## config.mk

```make
export PLATFORM = sky130hd
export DESIGN_NAME = lasf_cell
export DESIGN_NICKNAME = d
export VERILOG_FILES = /design/src/lasf_pkg.sv /design/src/lasf_cell.sv
export SDC_FILE = /design/constraint.sdc
export NUM_CORES = 1
export LEC_CHECK = 0
export BUFFER_PORTS_ARGS = -buffer_cell sky130_fd_sc_hd__clkbuf_2
export CORE_UTILIZATION = 45
export CTS_CLUSTER_SIZE = 16
export DETAILED_ROUTE_END_ITERATION = 16
export PLACE_DENSITY = 0.67
export SLEW_MARGIN = 20
export SYNTH_ARGS = -nofsm -noshare
export SYNTH_HDL_FRONTEND = slang
export SYNTH_SLANG_ARGS = --single-unit
```

## constraint.sdc

```tcl
create_clock -name clk -period 28.5 [get_ports clk]
set_input_delay 2.85 -clock clk [delete_from_list [all_inputs] [get_ports clk]]
set_output_delay 2.85 -clock clk [all_outputs]
set_load 0.1 [all_outputs]
```

## src/lasf_pkg.sv

```systemverilog
package lasf_pkg;

  localparam logic [7:0] CH_DASH = 8'h2D;
  localparam logic [7:0] CH_ANY  = 8'h4E;

  localparam logic OP_QUERY   = 1'b0;
  localparam logic OP_SUBJECT = 1'b1;

  localparam logic [1:0] REG_MATCH    = 2'd0;
  localparam logic [1:0] REG_MISMATCH = 2'd1;
  localparam logic [1:0] REG_GAP      = 2'd2;
  localparam logic [1:0] REG_GAP_OPEN = 2'd3;

  typedef enum logic [1:0] {
    MV_BOUND = 2'd0,
    MV_DIAG  = 2'd1,
    MV_VERT  = 2'd2,
    MV_HORIZ = 2'd3
  } move_t;

  typedef struct packed {
    logic signed [7:0] match_score;
    logic signed [7:0] mismatch_score;
    logic signed [7:0] gap_score;
    logic signed [7:0] gap_open_score;
  } cfg_t;

  typedef struct packed {
    logic       op;
    logic [7:0] base;
    logic       last;
  } in_t;

  typedef struct packed {
    logic [15:0] best_score;
    logic [12:0] best_subject_pos;
    logic [8:0]  best_query_pos;
    logic        overflow;
  } out_t;

endpackage

```

## src/lasf_cell.sv

```systemverilog
module lasf_cell #(
  parameter int SW  = 16,
  parameter int CW  = 9,
  parameter int COL = 1
) (
  input  logic               clk,
  input  logic               rst,
  input  lasf_pkg::cfg_t     cfg,
  input  logic               clear,
  input  logic               load_en,
  input  logic [7:0]         load_base,
  input  logic               en,
  input  logic               tin_valid,
  input  logic [7:0]         tin_sb,
  input  logic [SW-1:0]      tin_diag,
  input  logic [SW-1:0]      tin_left,
  input  lasf_pkg::move_t    tin_left_m,
  input  logic [SW-1:0]      tin_best,
  input  logic [CW-1:0]      tin_col,
  output logic               tout_valid,
  output logic [7:0]         tout_sb,
  output logic [SW-1:0]      tout_diag,
  output logic [SW-1:0]      tout_left,
  output lasf_pkg::move_t    tout_left_m,
  output logic [SW-1:0]      tout_best,
  output logic [CW-1:0]      tout_col
);

  localparam int EW = SW + 2;
  localparam logic signed [EW-1:0] CAP = EW'((64'd1 << SW) - 64'd1);

  logic [7:0]             q;
  logic [SW-1:0]          up_s;
  lasf_pkg::move_t        up_m;
  logic [SW-1:0]          up_use;
  lasf_pkg::move_t        up_m_use;
  logic signed [7:0]      pair;
  logic signed [EW-1:0]   d, h, v, best, cell_full;
  logic [SW-1:0]          cell_sat;
  lasf_pkg::move_t        mv;

  // a row launched in the clearing cycle must see the cleared upper cell
  assign up_use   = clear ? '0 : up_s;
  assign up_m_use = clear ? lasf_pkg::MV_BOUND : up_m;

  always_comb begin
    if (tin_sb == lasf_pkg::CH_DASH || q == lasf_pkg::CH_DASH) begin
      pair = cfg.gap_score;
    end else if (tin_sb == lasf_pkg::CH_ANY || q == lasf_pkg::CH_ANY || tin_sb == q) begin
      pair = cfg.match_score;
    end else begin
      pair = cfg.mismatch_score;
    end
    d = $signed({2'b00, tin_diag}) + EW'(pair);
    h = $signed({2'b00, up_use}) + EW'(cfg.gap_score)
        + ((up_m_use != lasf_pkg::MV_HORIZ) ? EW'(cfg.gap_open_score) : EW'(0));
    v = $signed({2'b00, tin_left}) + EW'(cfg.gap_score)
        + ((tin_left_m != lasf_pkg::MV_VERT) ? EW'(cfg.gap_open_score) : EW'(0));
    best = d;
    if (best < h) best = h;
    if (best < v) best = v;
    if (best < 0) best = '0;
    if (d == best) begin
      cell_full = d; mv = lasf_pkg::MV_DIAG;
    end else if (v == best) begin
      cell_full = v; mv = lasf_pkg::MV_VERT;
    end else if (h == best) begin
      cell_full = h; mv = lasf_pkg::MV_HORIZ;
    end else begin
      cell_full = '0; mv = lasf_pkg::MV_BOUND;
    end
    cell_sat = (cell_full > CAP) ? CAP[SW-1:0] : cell_full[SW-1:0];
  end

  always_ff @(posedge clk) begin
    if (load_en) begin
      q <= load_base;
    end
  end

  always_ff @(posedge clk) begin
    if (rst) begin
      up_s <= '0;
      up_m <= lasf_pkg::MV_BOUND;
    end else if (tin_valid && en) begin
      up_s <= cell_sat;
      up_m <= mv;
    end else if (clear) begin
      up_s <= '0;
      up_m <= lasf_pkg::MV_BOUND;
    end
  end

  always_ff @(posedge clk) begin
    if (rst) begin
      tout_valid <= 1'b0;
    end else begin
      tout_valid <= tin_valid;
    end
  end

  // token moves one cell per cycle; disabled columns pass it unchanged
  always_ff @(posedge clk) begin
    tout_sb <= tin_sb;
    if (en) begin
      tout_diag   <= up_use;
      tout_left   <= cell_sat;
      tout_left_m <= mv;
      if (cell_sat > tin_best) begin
        tout_best <= cell_sat;
        tout_col  <= CW'(COL);
      end else begin
        tout_best <= tin_best;
        tout_col  <= tin_col;
      end
    end else begin
      tout_diag   <= tin_diag;
      tout_left   <= tin_left;
      tout_left_m <= tin_left_m;
      tout_best   <= tin_best;
      tout_col    <= tin_col;
    end
  end

endmodule

```

# Word level (Yosys, flattened, before mapping)
# Index checks and enable logic that the tools add are counted.
[word_totals]
output_inout_bits = 68
in_bits = 113
register_bits = 94
elab_cells = 59
[op_classes]
n_mux = 25
n_addsub = 5
n_reduce_logical = 4
n_lt_le_gt_ge = 5
eq_ne = 10
[ops]
columns = ["op", "count"]
rows = [
  ["$mux W18", 8],
  ["$mux W16", 7],
  ["$add A17 B8 Y18", 3],
  ["$eq A18 B18 Y1", 3],
  ["$add A18 B18 Y18", 2],
  ["$lt A18 B18 Y1", 2],
  ["$gt A18 B17 Y1 const B", 1],
  ["$lt A18 B1 Y1 const B", 1],
  ["$mux W9", 2],
  ["$eq A8 B6 Y1 const B", 2],
  ["$eq A8 B7 Y1 const B", 2],
  ["$gt A16 B16 Y1", 1],
  ["$mux W8", 2],
  ["$mux W2", 6],
  ["$eq A8 B8 Y1", 1],
  ["$ne A2 B2 Y1 const B", 2],
  ["$logic_or A1 B1 Y1", 3],
  ["$logic_and A1 B1 Y1", 1],
]

# Logic depth before layout (Yosys ltp)
# Gate-level depths: netlist (run 1).
[logic_depth]
depth_word = 21
depth_mapped = 56
depth_no_buf = 51

# Worst setup path after synthesis (run 1)
# Ideal clock, no wire load.
[synth_timing]
path_type = "input -> register"
start = "input tin_sb[2]"
end = "register tout_col[0]"
path_buffers = 4
arrival_ns = 12.645
setup_time_ns = 0.123
setup_slack_ns = 15.732
path_stages = 51
t_required_ns = 28.377
cell_sequence = "xnor2_1 -> nand4_1 -> o211ai_4 -> a211o_1 -> and2_1 -> ha_1 -> a21oi_1 -> nor2_1 -> a211oi_1 -> o211ai_1 -> xnor2_1 -> inv_1 -> ha_1 -> a21o_1 -> a21oi_1 -> nor2b_1 -> a2111oi_0 -> and2_1 -> [15 not listed] -> buf_4 -> and2_1 -> a21o_1 -> a311oi_1 -> inv_1 -> ha_1 -> nand3_1 -> o22ai_1 -> o21a_1 -> o21a_1 -> o21ai_0 -> nand2b_1 -> a21oi_1 -> nor3_1 -> a2111oi_0 -> nor3_1 -> clkbuf_1 -> or2_2"
[synth_via]
elab_chain_cells = 21
word_cells_on_any_way = 26
cone_classes = "add/sub: 1; order compare: 5; eq/ne: 6; mux: 11; reduce/logical: 3"
[synth_lines]
columns = ["element", "line_no", "text"]
rows = [
  ["start, declared", "lasf_cell.sv:14", "input logic [7:0] tin_sb,"],
  ["$eq A8 B7 Y1", "lasf_cell.sv:49", "end else if (tin_sb == lasf_pkg::CH_ANY || q == lasf_pkg::CH_ANY || tin_sb == q) begin"],
  ["$logic_or A1 B1 Y1 (2 in a row)", "lasf_cell.sv:49", ""],
  ["$mux W8", "lasf_cell.sv:49", ""],
  ["$mux W8 *", "lasf_cell.sv:47", "if (tin_sb == lasf_pkg::CH_DASH || q == lasf_pkg::CH_DASH) begin"],
  ["$add A17 B8 Y18 *", "lasf_cell.sv:54", "d = $signed({2'b00, tin_diag}) + EW'(pair);"],
  ["$lt A18 B18 Y1", "lasf_cell.sv:60", "if (best < h) best = h;"],
  ["$mux W18", "lasf_cell.sv:60", ""],
  ["$lt A18 B18 Y1", "lasf_cell.sv:61", "if (best < v) best = v;"],
  ["[4 not listed]", "--", ""],
  ["$mux W18", "lasf_cell.sv:67", "end else if (h == best) begin"],
  ["$mux W18", "lasf_cell.sv:65", "end else if (v == best) begin"],
  ["$mux W18 *", "lasf_cell.sv:63", "if (d == best) begin"],
  ["$gt A18 B17 Y1", "lasf_cell.sv:72", "cell_sat = (cell_full > CAP) ? CAP[SW-1:0] : cell_full[SW-1:0];"],
  ["$mux W16 *", "lasf_cell.sv:72", ""],
  ["$gt A16 B16 Y1 *", "lasf_cell.sv:109", "if (cell_sat > tin_best) begin"],
  ["$mux W9 *", "lasf_cell.sv:109", ""],
  ["$mux W9 *", "lasf_cell.sv:105", "if (en) begin"],
  ["end signal, assigned", "lasf_cell.sv:111", "tout_col <= CW'(COL);"],
  ["end signal, assigned", "lasf_cell.sv:114", "tout_col <= tin_col;"],
  ["end signal, assigned", "lasf_cell.sv:121", "tout_col <= tin_col;"],
  ["end, declared", "lasf_cell.sv:26", "output logic [CW-1:0] tout_col"],
]
# Mark *: on every way between the ends. The rest lies on a longest branch, timed or not.
# A chain may end at the register's enable or synchronous reset.

# Worst setup path after layout (run 1)
[layout_timing]
start = "input tin_sb[5]"
end = "register tout_col[0]"
# The elaborated chain is that of the path after synthesis.

==> results of run 1 <==
## synth_stat cells, types with 5 or more instances
cell	number	area (µm²)
sky130_fd_sc_hd__a31oi_1	12	75.1
sky130_fd_sc_hd__o21bai_1	7	52.6
sky130_fd_sc_hd__fa_1	37	741
sky130_fd_sc_hd__mux2_2	19	214
sky130_fd_sc_hd__a221oi_1	7	61.3
sky130_fd_sc_hd__nand3_1	16	80.1
sky130_fd_sc_hd__a21oi_1	99	495
sky130_fd_sc_hd__nand4_1	18	113
sky130_fd_sc_hd__o221ai_1	6	52.6
sky130_fd_sc_hd__mux2i_1	18	180
sky130_fd_sc_hd__ha_1	99	1240
sky130_fd_sc_hd__inv_1	74	278
sky130_fd_sc_hd__and3_1	14	87.6
sky130_fd_sc_hd__o22ai_1	5	31.3
sky130_fd_sc_hd__a21o_1	30	225
sky130_fd_sc_hd__edfxtp_1	8	240
sky130_fd_sc_hd__a211oi_1	32	240
sky130_fd_sc_hd__nor3_1	16	80.1
sky130_fd_sc_hd__clkbuf_1	34	128
sky130_fd_sc_hd__o21ai_1	6	30.0
sky130_fd_sc_hd__and2_1	28	175
sky130_fd_sc_hd__nand2b_1	12	75.1
sky130_fd_sc_hd__o21a_1	10	75.1
sky130_fd_sc_hd__xor2_1	25	219
sky130_fd_sc_hd__or2_2	6	37.5
sky130_fd_sc_hd__o211ai_1	11	82.6
sky130_fd_sc_hd__xnor2_1	57	499
sky130_fd_sc_hd__a2bb2oi_1	5	43.8
sky130_fd_sc_hd__nor4_1	12	75.1
sky130_fd_sc_hd__nor2b_1	36	225
sky130_fd_sc_hd__nand2_1	87	327
sky130_fd_sc_hd__nor2_1	111	417
sky130_fd_sc_hd__o21ai_0	61	305
sky130_fd_sc_hd__dfxtp_1	86	1720
sky130_fd_sc_hd__a2111oi_0	5	43.8
## per-layer routing
layer | vias to the layer above | share of wire (%)
met5 | - | 0
li1 | 4751 | -
met3 | 97 | 8.5
met4 | 0 | 4.5
met2 | 535 | 45
met1 | 4701 | 42
## registers in the layout, summed over array words and instances (netlist names)
register,cells
q,8
tout_best,16
tout_col,9
tout_diag,16
tout_left,16
tout_left_m,2
tout_sb,8
tout_valid,1
up_m,2
up_s,16
## logic make-up after synthesis
group,Yosys count
muxes,41
adders and majority gates,136
xor gates and xnor gates,85
and+or+nand+nor,380
DFF,94
buffers and inverters,120
AOI/OAI and AO/OA,359
## path summary, 6_finish.rpt
check             from     endpoint  slack [ns]
max          tin_sb[5]  tout_col[0]       13.17
min            up_m[1]      up_m[1]        0.61
max reg2reg       q[4]  tout_col[0]       15.23
min reg2reg    up_m[1]      up_m[1]        0.61
## metrics by stage
stage          cells  power [mW]
5_1_grt         1672        1.47
2_1_floorplan   1215       0.959
6_report        1672        1.40
4_1_cts         1672        1.38
3_5_place_dp    1656        1.25
3_3_place_gp    1656        1.25
## power breakdown
part | total, mW | switching, mW | internal, mW
combinational | 1.09 | 0.778 | 0.316
sequential | 0.179 | 0.00963 | 0.170
clock | 0.124 | 0.0617 | 0.0624
total | 1.40 | 0.850 | 0.548
## critical path, delay by kind of cell
family,cells,cell delay [ns]
compound gates,21,5.32
simple gates,16,3.46
fa+ha+maj,4,1.41
mux,2,1.20
xor+xnor,1,0.69
buf+inv,3,0.61
## area by class of cell
cell class / count / area share, %
multi-input combinational: 1001 / 65.5
sequential: 94 / 17.0
timing repair buffer: 205 / 9.42
tap: 280 / 3.03
inverter: 76 / 2.47
clock buffer: 9 / 1.95
clock inverter: 7 / 0.671
==> summary.md, run 1 <==
- measured slew at the worst slew-check pin: 1.10 ns
- met3 capacity usage during global routing: 5.45%
- max-cap viol count: 0
- launching element type of the critical path: primary input
- residual DRC count: 0
- Post-Route Hold Slack: 0.610 ns
- final setup slack of the worst path: 13.17 ns
- pin count of the biggest net entering global routing: 53
- Total Neg Setup Slack: 0 ns
- initial core utilization: 45.8%
- die width: 151 µm
- Overall Global Routing Usage: 33.3%
- antenna-violating nets left: 0
- commonest register cell after synthesis: sky130_fd_sc_hd__dfxtp_1
- maximum vdd ir drop: 0.0981 mV
- met2 layer usage reported by global route: 52.5%
- Placed Area: 11300 µm²
- count of inserted antenna diode cells: 0
- WL/cell: 22.9 µm
- clock-pin slew of the registers on the worst-case setup and hold paths: 0.08 ns
- number of instances in the synthesized netlist: 1215
- Post-layout nets: 1636
- commonest cells after routing, fill and taps aside: sky130_fd_sc_hd__clkbuf_2 (180), sky130_fd_sc_hd__nor2_1 (111), sky130_fd_sc_hd__a21oi_1 (99), sky130_fd_sc_hd__ha_1 (99), sky130_fd_sc_hd__nand2_1 (87)
- share of synthesized flip-flops with an asynchronous set or reset: 0%
- number of buffers inserted by port buffering: 180
- post-synthesis adder-cell area fraction: 19.8%
- mux contribution to synthesized area: 4.43%
- count of flip-flops with a built-in enable after synthesis: 8
- required time worst endpoint: 28.74 ns
- post-route core utilization: 53.0%
- compound-cell area share of the yosys netlist: 24.7%
- slowest cell on the critical path: sky130_fd_sc_hd__mux2i_1
- core box area: 21800 µm²
- number of register bits inferred by synthesis: 94
- WL final: 38.3 mm
- kind of end point of the critical path: register
- number of levels in the clock H-tree: 3
- most frequent CP cell: sky130_fd_sc_hd__a21oi_1
- power per cell area: 121 nW/µm²
- number of buffers created by CTS: 9
- count of distinct cell types in the synthesized netlist: 93
- fraction of the yosys area taken by sequential cells: 19.6%
- fraction of the cycle the final worst path needs: 53.8%
- placed wire-length estimate: 31.6 mm
- vias in the first global route: 9405
- via count: 10100
- WP data arrival: 15.57 ns
- post-route cell area: 11600 µm²
- number of pins with negative max-slew slack in the final report: 0
- row count: 54
- TritonRoute pass-1 iters: 8
- wire length of the first global-routing pass: 55.9 mm
- area occupied by multi-input gates: 7570 µm²
- Detailed Route Iter0 Violations: 836
- cell depth of the worst hold path: 2
- final setup violation count: 0
- via density per instance: 6.03
- Fmax: 65.2 MHz
- fill cell instance count of the final layout: 2140
- CTS tree: yes
- mean cell area of the mapped netlist: 8.23 µm²
- simple-gate area share of the yosys netlist: 19.1%
- RSZ-0062 raised after global routing: no
- worst hold-check path type: reg2reg
- most used routing layer: met2
- Clock Sinks: 94
- area enclosed by the die boundary: 22800 µm²
- Placement Setup Slack: 13.18 ns
- quantity of hold-fixing buffers added after cts: 0
- Final Skew: 0.0115 ns
- status: complete, no violations
- Yosys Warn Count: 0
- biggest fanout along the worst timing path: 25
- worst slew margin relative to its limit: 25.9%
- Leak Pwr: 5.25 nW
- critical setup path kind: in2reg
- Vert. Die Dim: 151 µm
- commonest non-fill, non-tap cell in the layout: sky130_fd_sc_hd__clkbuf_2
- met1 routing resource usage after global routing: 44.5%
- Congestion Overflow GR: 0
- cell area after technology mapping: 10000 µm²
- nets in the synthesized netlist: 1464
- total I/O pin count: 181
- maximum root-to-sink buffer count: 2
- latest clock arrival within the worst-skew pair: 0.35 ns
- depth of the worst register-to-register path: 45
- initial antenna violation count: 0
- routability-driven placement congestion ratio: 0.997
- post-route minimum period: 15.33 ns
- signed area change from the synthesized netlist to the final layout: 15.5%
- CTS root buf: sky130_fd_sc_hd__clkbuf_16
- number of post-CTS setup repair buffers: 0
- sequential standard cell area: 1960 µm²
- post-CTS sizing: 0
- xor/xnor cell area share of the yosys netlist: 7.67%
- longest individual stage delay on the worst path: 0.81 ns
- share of layout cells above drive strength 1: 19.8%
- final-report hold violation count: 0
- combinational family with the most area after synthesis: compound AO/OA/AOI/OAI gates
No activity file was read; power rests on OpenSTA's default activity.
==> inputs of run 2 (changes only) <==
--- a/config.mk
+++ b/config.mk
@@ -9,7 +9,7 @@
 export CORE_UTILIZATION = 45
 export CTS_CLUSTER_SIZE = 16
 export DETAILED_ROUTE_END_ITERATION = 16
-export PLACE_DENSITY = 0.67
+export PLACE_DENSITY = 0.69
 export SLEW_MARGIN = 20
 export SYNTH_ARGS = -nofsm -noshare
 export SYNTH_HDL_FRONTEND = slang
==> constraint.sdc (replaced) <==
create_clock -name clk -period 14 [get_ports clk]
set_input_delay 1.4 -clock clk [delete_from_list [all_inputs] [get_ports clk]]
set_output_delay 1.4 -clock clk [all_outputs]
set_load 0.1 [all_outputs]
==> run 2 against run 1 <==
Net effect:
- sequential share of layout area decreased by 0.15 points
- clock skew increased by 0.0017 ns
- worst setup slack got worse by 12 ns
- largest cell class unchanged
- largest power group unchanged
==> summary.md, run 2 (synthesis gave the netlist of run 1 again) <==
- most frequent CP cell: sky130_fd_sc_hd__a21oi_1
- part of the total power dissipated in sequential elements: 12.8%, about the same
- Post-layout nets: 1646, +0.61%
- WL/cell: 22.4 µm, -2.0%
- slowest cell on the critical path: sky130_fd_sc_hd__a2111oi_1
- Detailed Route Iter0 Violations: 957, +14%
- longest individual stage delay on the worst path: 0.62 ns, -0.19 ns
- max-cap viol count: 0, unchanged
- vias in the first global route: 9749, +3.7%
- area enclosed by the die boundary: 22800 µm², unchanged
- wire length of the first global-routing pass: 55.7 mm, -0.36%
- TritonRoute pass-1 iters: 6, -2
- Placement Setup Slack: 0.792 ns, -12.38 ns
- via count: 10300, +2.3%
- Clock Sinks: 94, unchanged
- number of post-CTS setup repair buffers: 0, unchanged
- total I/O pin count: 181, unchanged
- fraction of the cycle the final worst path needs: 93.0%
- via density per instance: 6.13, +1.7%
- net switching power of the design: 1.73 mW, +100%
- CTS tree: yes
- share of layout cells above drive strength 1: 20.4%, +0.64 points
- Overall Global Routing Usage: 33.1%, -0.29 points
- kind of cell adding the most delay to the critical path: compound AO/OA/AOI/OAI gates
- Fmax: 76.8 MHz
- Total Neg Setup Slack: 0 ns, unchanged
- residual DRC count: 0, unchanged
- die width: 151 µm, unchanged
- most used routing layer: met2
- Vert. Die Dim: 151 µm, unchanged
- biggest fanout along the worst timing path: 19, -24%
- commonest non-fill, non-tap cell in the layout: sky130_fd_sc_hd__clkbuf_2
- antenna-violating nets left: 0, unchanged
- met1 routing resource usage after global routing: 43.3%, -1.3 points
- RSZ-0062 raised after global routing: no
- maximum root-to-sink buffer count: 2, unchanged
- number of buffers inserted by port buffering: 180, unchanged
- kind of end point of the critical path: register
- final setup slack of the worst path: 0.983 ns, -12.19 ns
- post-route minimum period: 13.02 ns
- Post-Route Hold Slack: 0.601 ns, -0.00972 ns
- Leak Pwr: 5.31 nW, +1.2%
- fraction of power spent switching nets: 60.2%, -0.55 points
- CTS root buf: sky130_fd_sc_hd__clkbuf_16
- worst path bufs/invs: 3, unchanged
- latest clock arrival within the worst-skew pair: 0.36 ns, about the same
- launching element type of the critical path: primary input
- routability-driven placement congestion ratio: 1.05, +5.4%
- signed area change from the synthesized netlist to the final layout: 16.5%
- initial antenna violation count: 0, unchanged
- met2 layer usage reported by global route: 51.8%, -0.73 points
- share of total power in the clock network: 8.7%, -0.2 points
- core box area: 21800 µm², unchanged
- met3 capacity usage during global routing: 6.27%, +0.81 points
- final setup violation count: 0, unchanged
- worst hold-check path type: reg2reg
- required time worst endpoint: 14.23 ns, -14.51 ns
- row count: 54, unchanged
- maximum vdd ir drop: 0.193 mV, +97%
- placed wire-length estimate: 31.4 mm, -0.41%
- worst slew margin relative to its limit: 28.7%, +2.8 points
- pin count of the biggest net entering global routing: 53, unchanged
- initial core utilization: 45.8%, unchanged
- WL final: 37.7 mm, -1.4%
- combinational power share: 78.5%, +0.2 points
- WP data arrival: 13.25 ns, -2.32 ns
- count of inserted antenna diode cells: 0, unchanged
- measured slew at the worst slew-check pin: 1.06 ns, -0.0446 ns
- commonest cells after routing, fill and taps aside: sky130_fd_sc_hd__clkbuf_2 (180), sky130_fd_sc_hd__nor2_1 (111), sky130_fd_sc_hd__a21oi_1 (99), sky130_fd_sc_hd__ha_1 (99), sky130_fd_sc_hd__nand2_1 (87)
- critical setup path kind: in2reg
- power per cell area: 247 nW/µm², +100%
- final-report hold violation count: 0, unchanged
- number of buffers created by CTS: 9, unchanged
- status: complete, no violations
- post-route core utilization: 53.4%, +0.46 points
- number of levels in the clock H-tree: 3, unchanged
- Congestion Overflow GR: 0, unchanged
- Final Skew: 0.0132 ns, +0.00171 ns
- clock-pin slew of the registers on the worst-case setup and hold paths: 0.07 ns, about the same
- internal power component: 1.14 mW, +110%
- number of pins with negative max-slew slack in the final report: 0, unchanged
## run 2: cell count changes in the layout (fill, tap and decap cells not counted)
cell / before / now
sky130_fd_sc_hd__a2111oi_0: 5 / 4
sky130_fd_sc_hd__a2111oi_1: 0 / 1
sky130_fd_sc_hd__buf_12: 0 / 1
sky130_fd_sc_hd__buf_4: 25 / 34
sky130_fd_sc_hd__clkinv_4: 0 / 1
sky130_fd_sc_hd__clkinv_8: 2 / 1
sky130_fd_sc_hd__inv_6: 3 / 1
sky130_fd_sc_hd__inv_8: 1 / 3
sky130_fd_sc_hd__nor3_2: 1 / 0
sky130_fd_sc_hd__nor3_4: 0 / 1
sky130_fd_sc_hd__xnor2_1: 57 / 56
sky130_fd_sc_hd__xnor2_2: 1 / 2
## run 2: path summary, 6_finish.rpt
| check | start | endpoint | slack [ns] | cells after the start |
|---|---|---|---|---|
| max | tin_sb[5] | tout_best[5] | 0.98 | 49 |
| min | up_m[1] | up_m[1] | 0.60 | 2 |
| max reg2reg | q[4] | tout_best[5] | 1.59 | 47 |
| min reg2reg | up_m[1] | up_m[1] | 0.60 | 2 |
## run 2: stage by stage
step | power (mW) | cells | cell area [µm²]
2_1_floorplan | 1.95 | 1215 | 10000
3_3_place_gp | 2.56 | 1666 | 11300
3_5_place_dp | 2.56 | 1666 | 11300
4_1_cts | 2.82 | 1682 | 11600
5_1_grt | 3.04 | 1682 | 11700
6_report | 2.87 | 1682 | 11700
## run 2: repair_timing
item                                    4_1_cts  5_1_grt
gates resized for setup                       0        2
endpoints found under the setup margin        0       20
hold buffers                                  0        0
## run 2: layout make-up
| cell class | instances | area, µm² |
|---|---|---|
| Multi-Input combinational cell | 1001 | 7580 |
| Timing Repair Buffer | 215 | 1180 |
| Clock buffer | 9 | 225 |
| Tap cell | 280 | 350 |
| Sequential cell | 94 | 1960 |
| Fill cell | 2065 | 10200 |
| Inverter | 76 | 285 |
| Clock inverter | 7 | 75.1 |
## run 2: routing by layer
| layer | wire length (µm) | up-vias |
|---|---|---|
| li1 | - | 4771 |
| met4 | 1940 | 0 |
| met2 | 16500 | 563 |
| met1 | 15700 | 4856 |
| met3 | 3540 | 123 |
| met5 | 0 | - |
## run 2: power by group through the flow
stage | registers (mW) | clock network [mW] | logic, mW
after floorplan | 0.843 | 0 | 1.11
after global placement | 0.372 | 0 | 2.19
after detailed placement | 0.373 | 0 | 2.19
after CTS | 0.368 | 0.254 | 2.20
after global routing | 0.374 | 0.262 | 2.40
final | 0.367 | 0.250 | 2.26
## run 2: worst reg2reg max path, delay by kind of cell, from the launching register on
kind / cells / cell delay [ns]
AO/OA/AOI/OAI: 22 / 5.76
AND/OR/NAND/NOR: 16 / 3.02
adder cells (fa/ha/maj): 4 / 1.39
multiplexers: 2 / 0.72
XOR/XNOR: 1 / 0.58
buffers and inverters: 2 / 0.42
flip-flops: 1 / 0.41
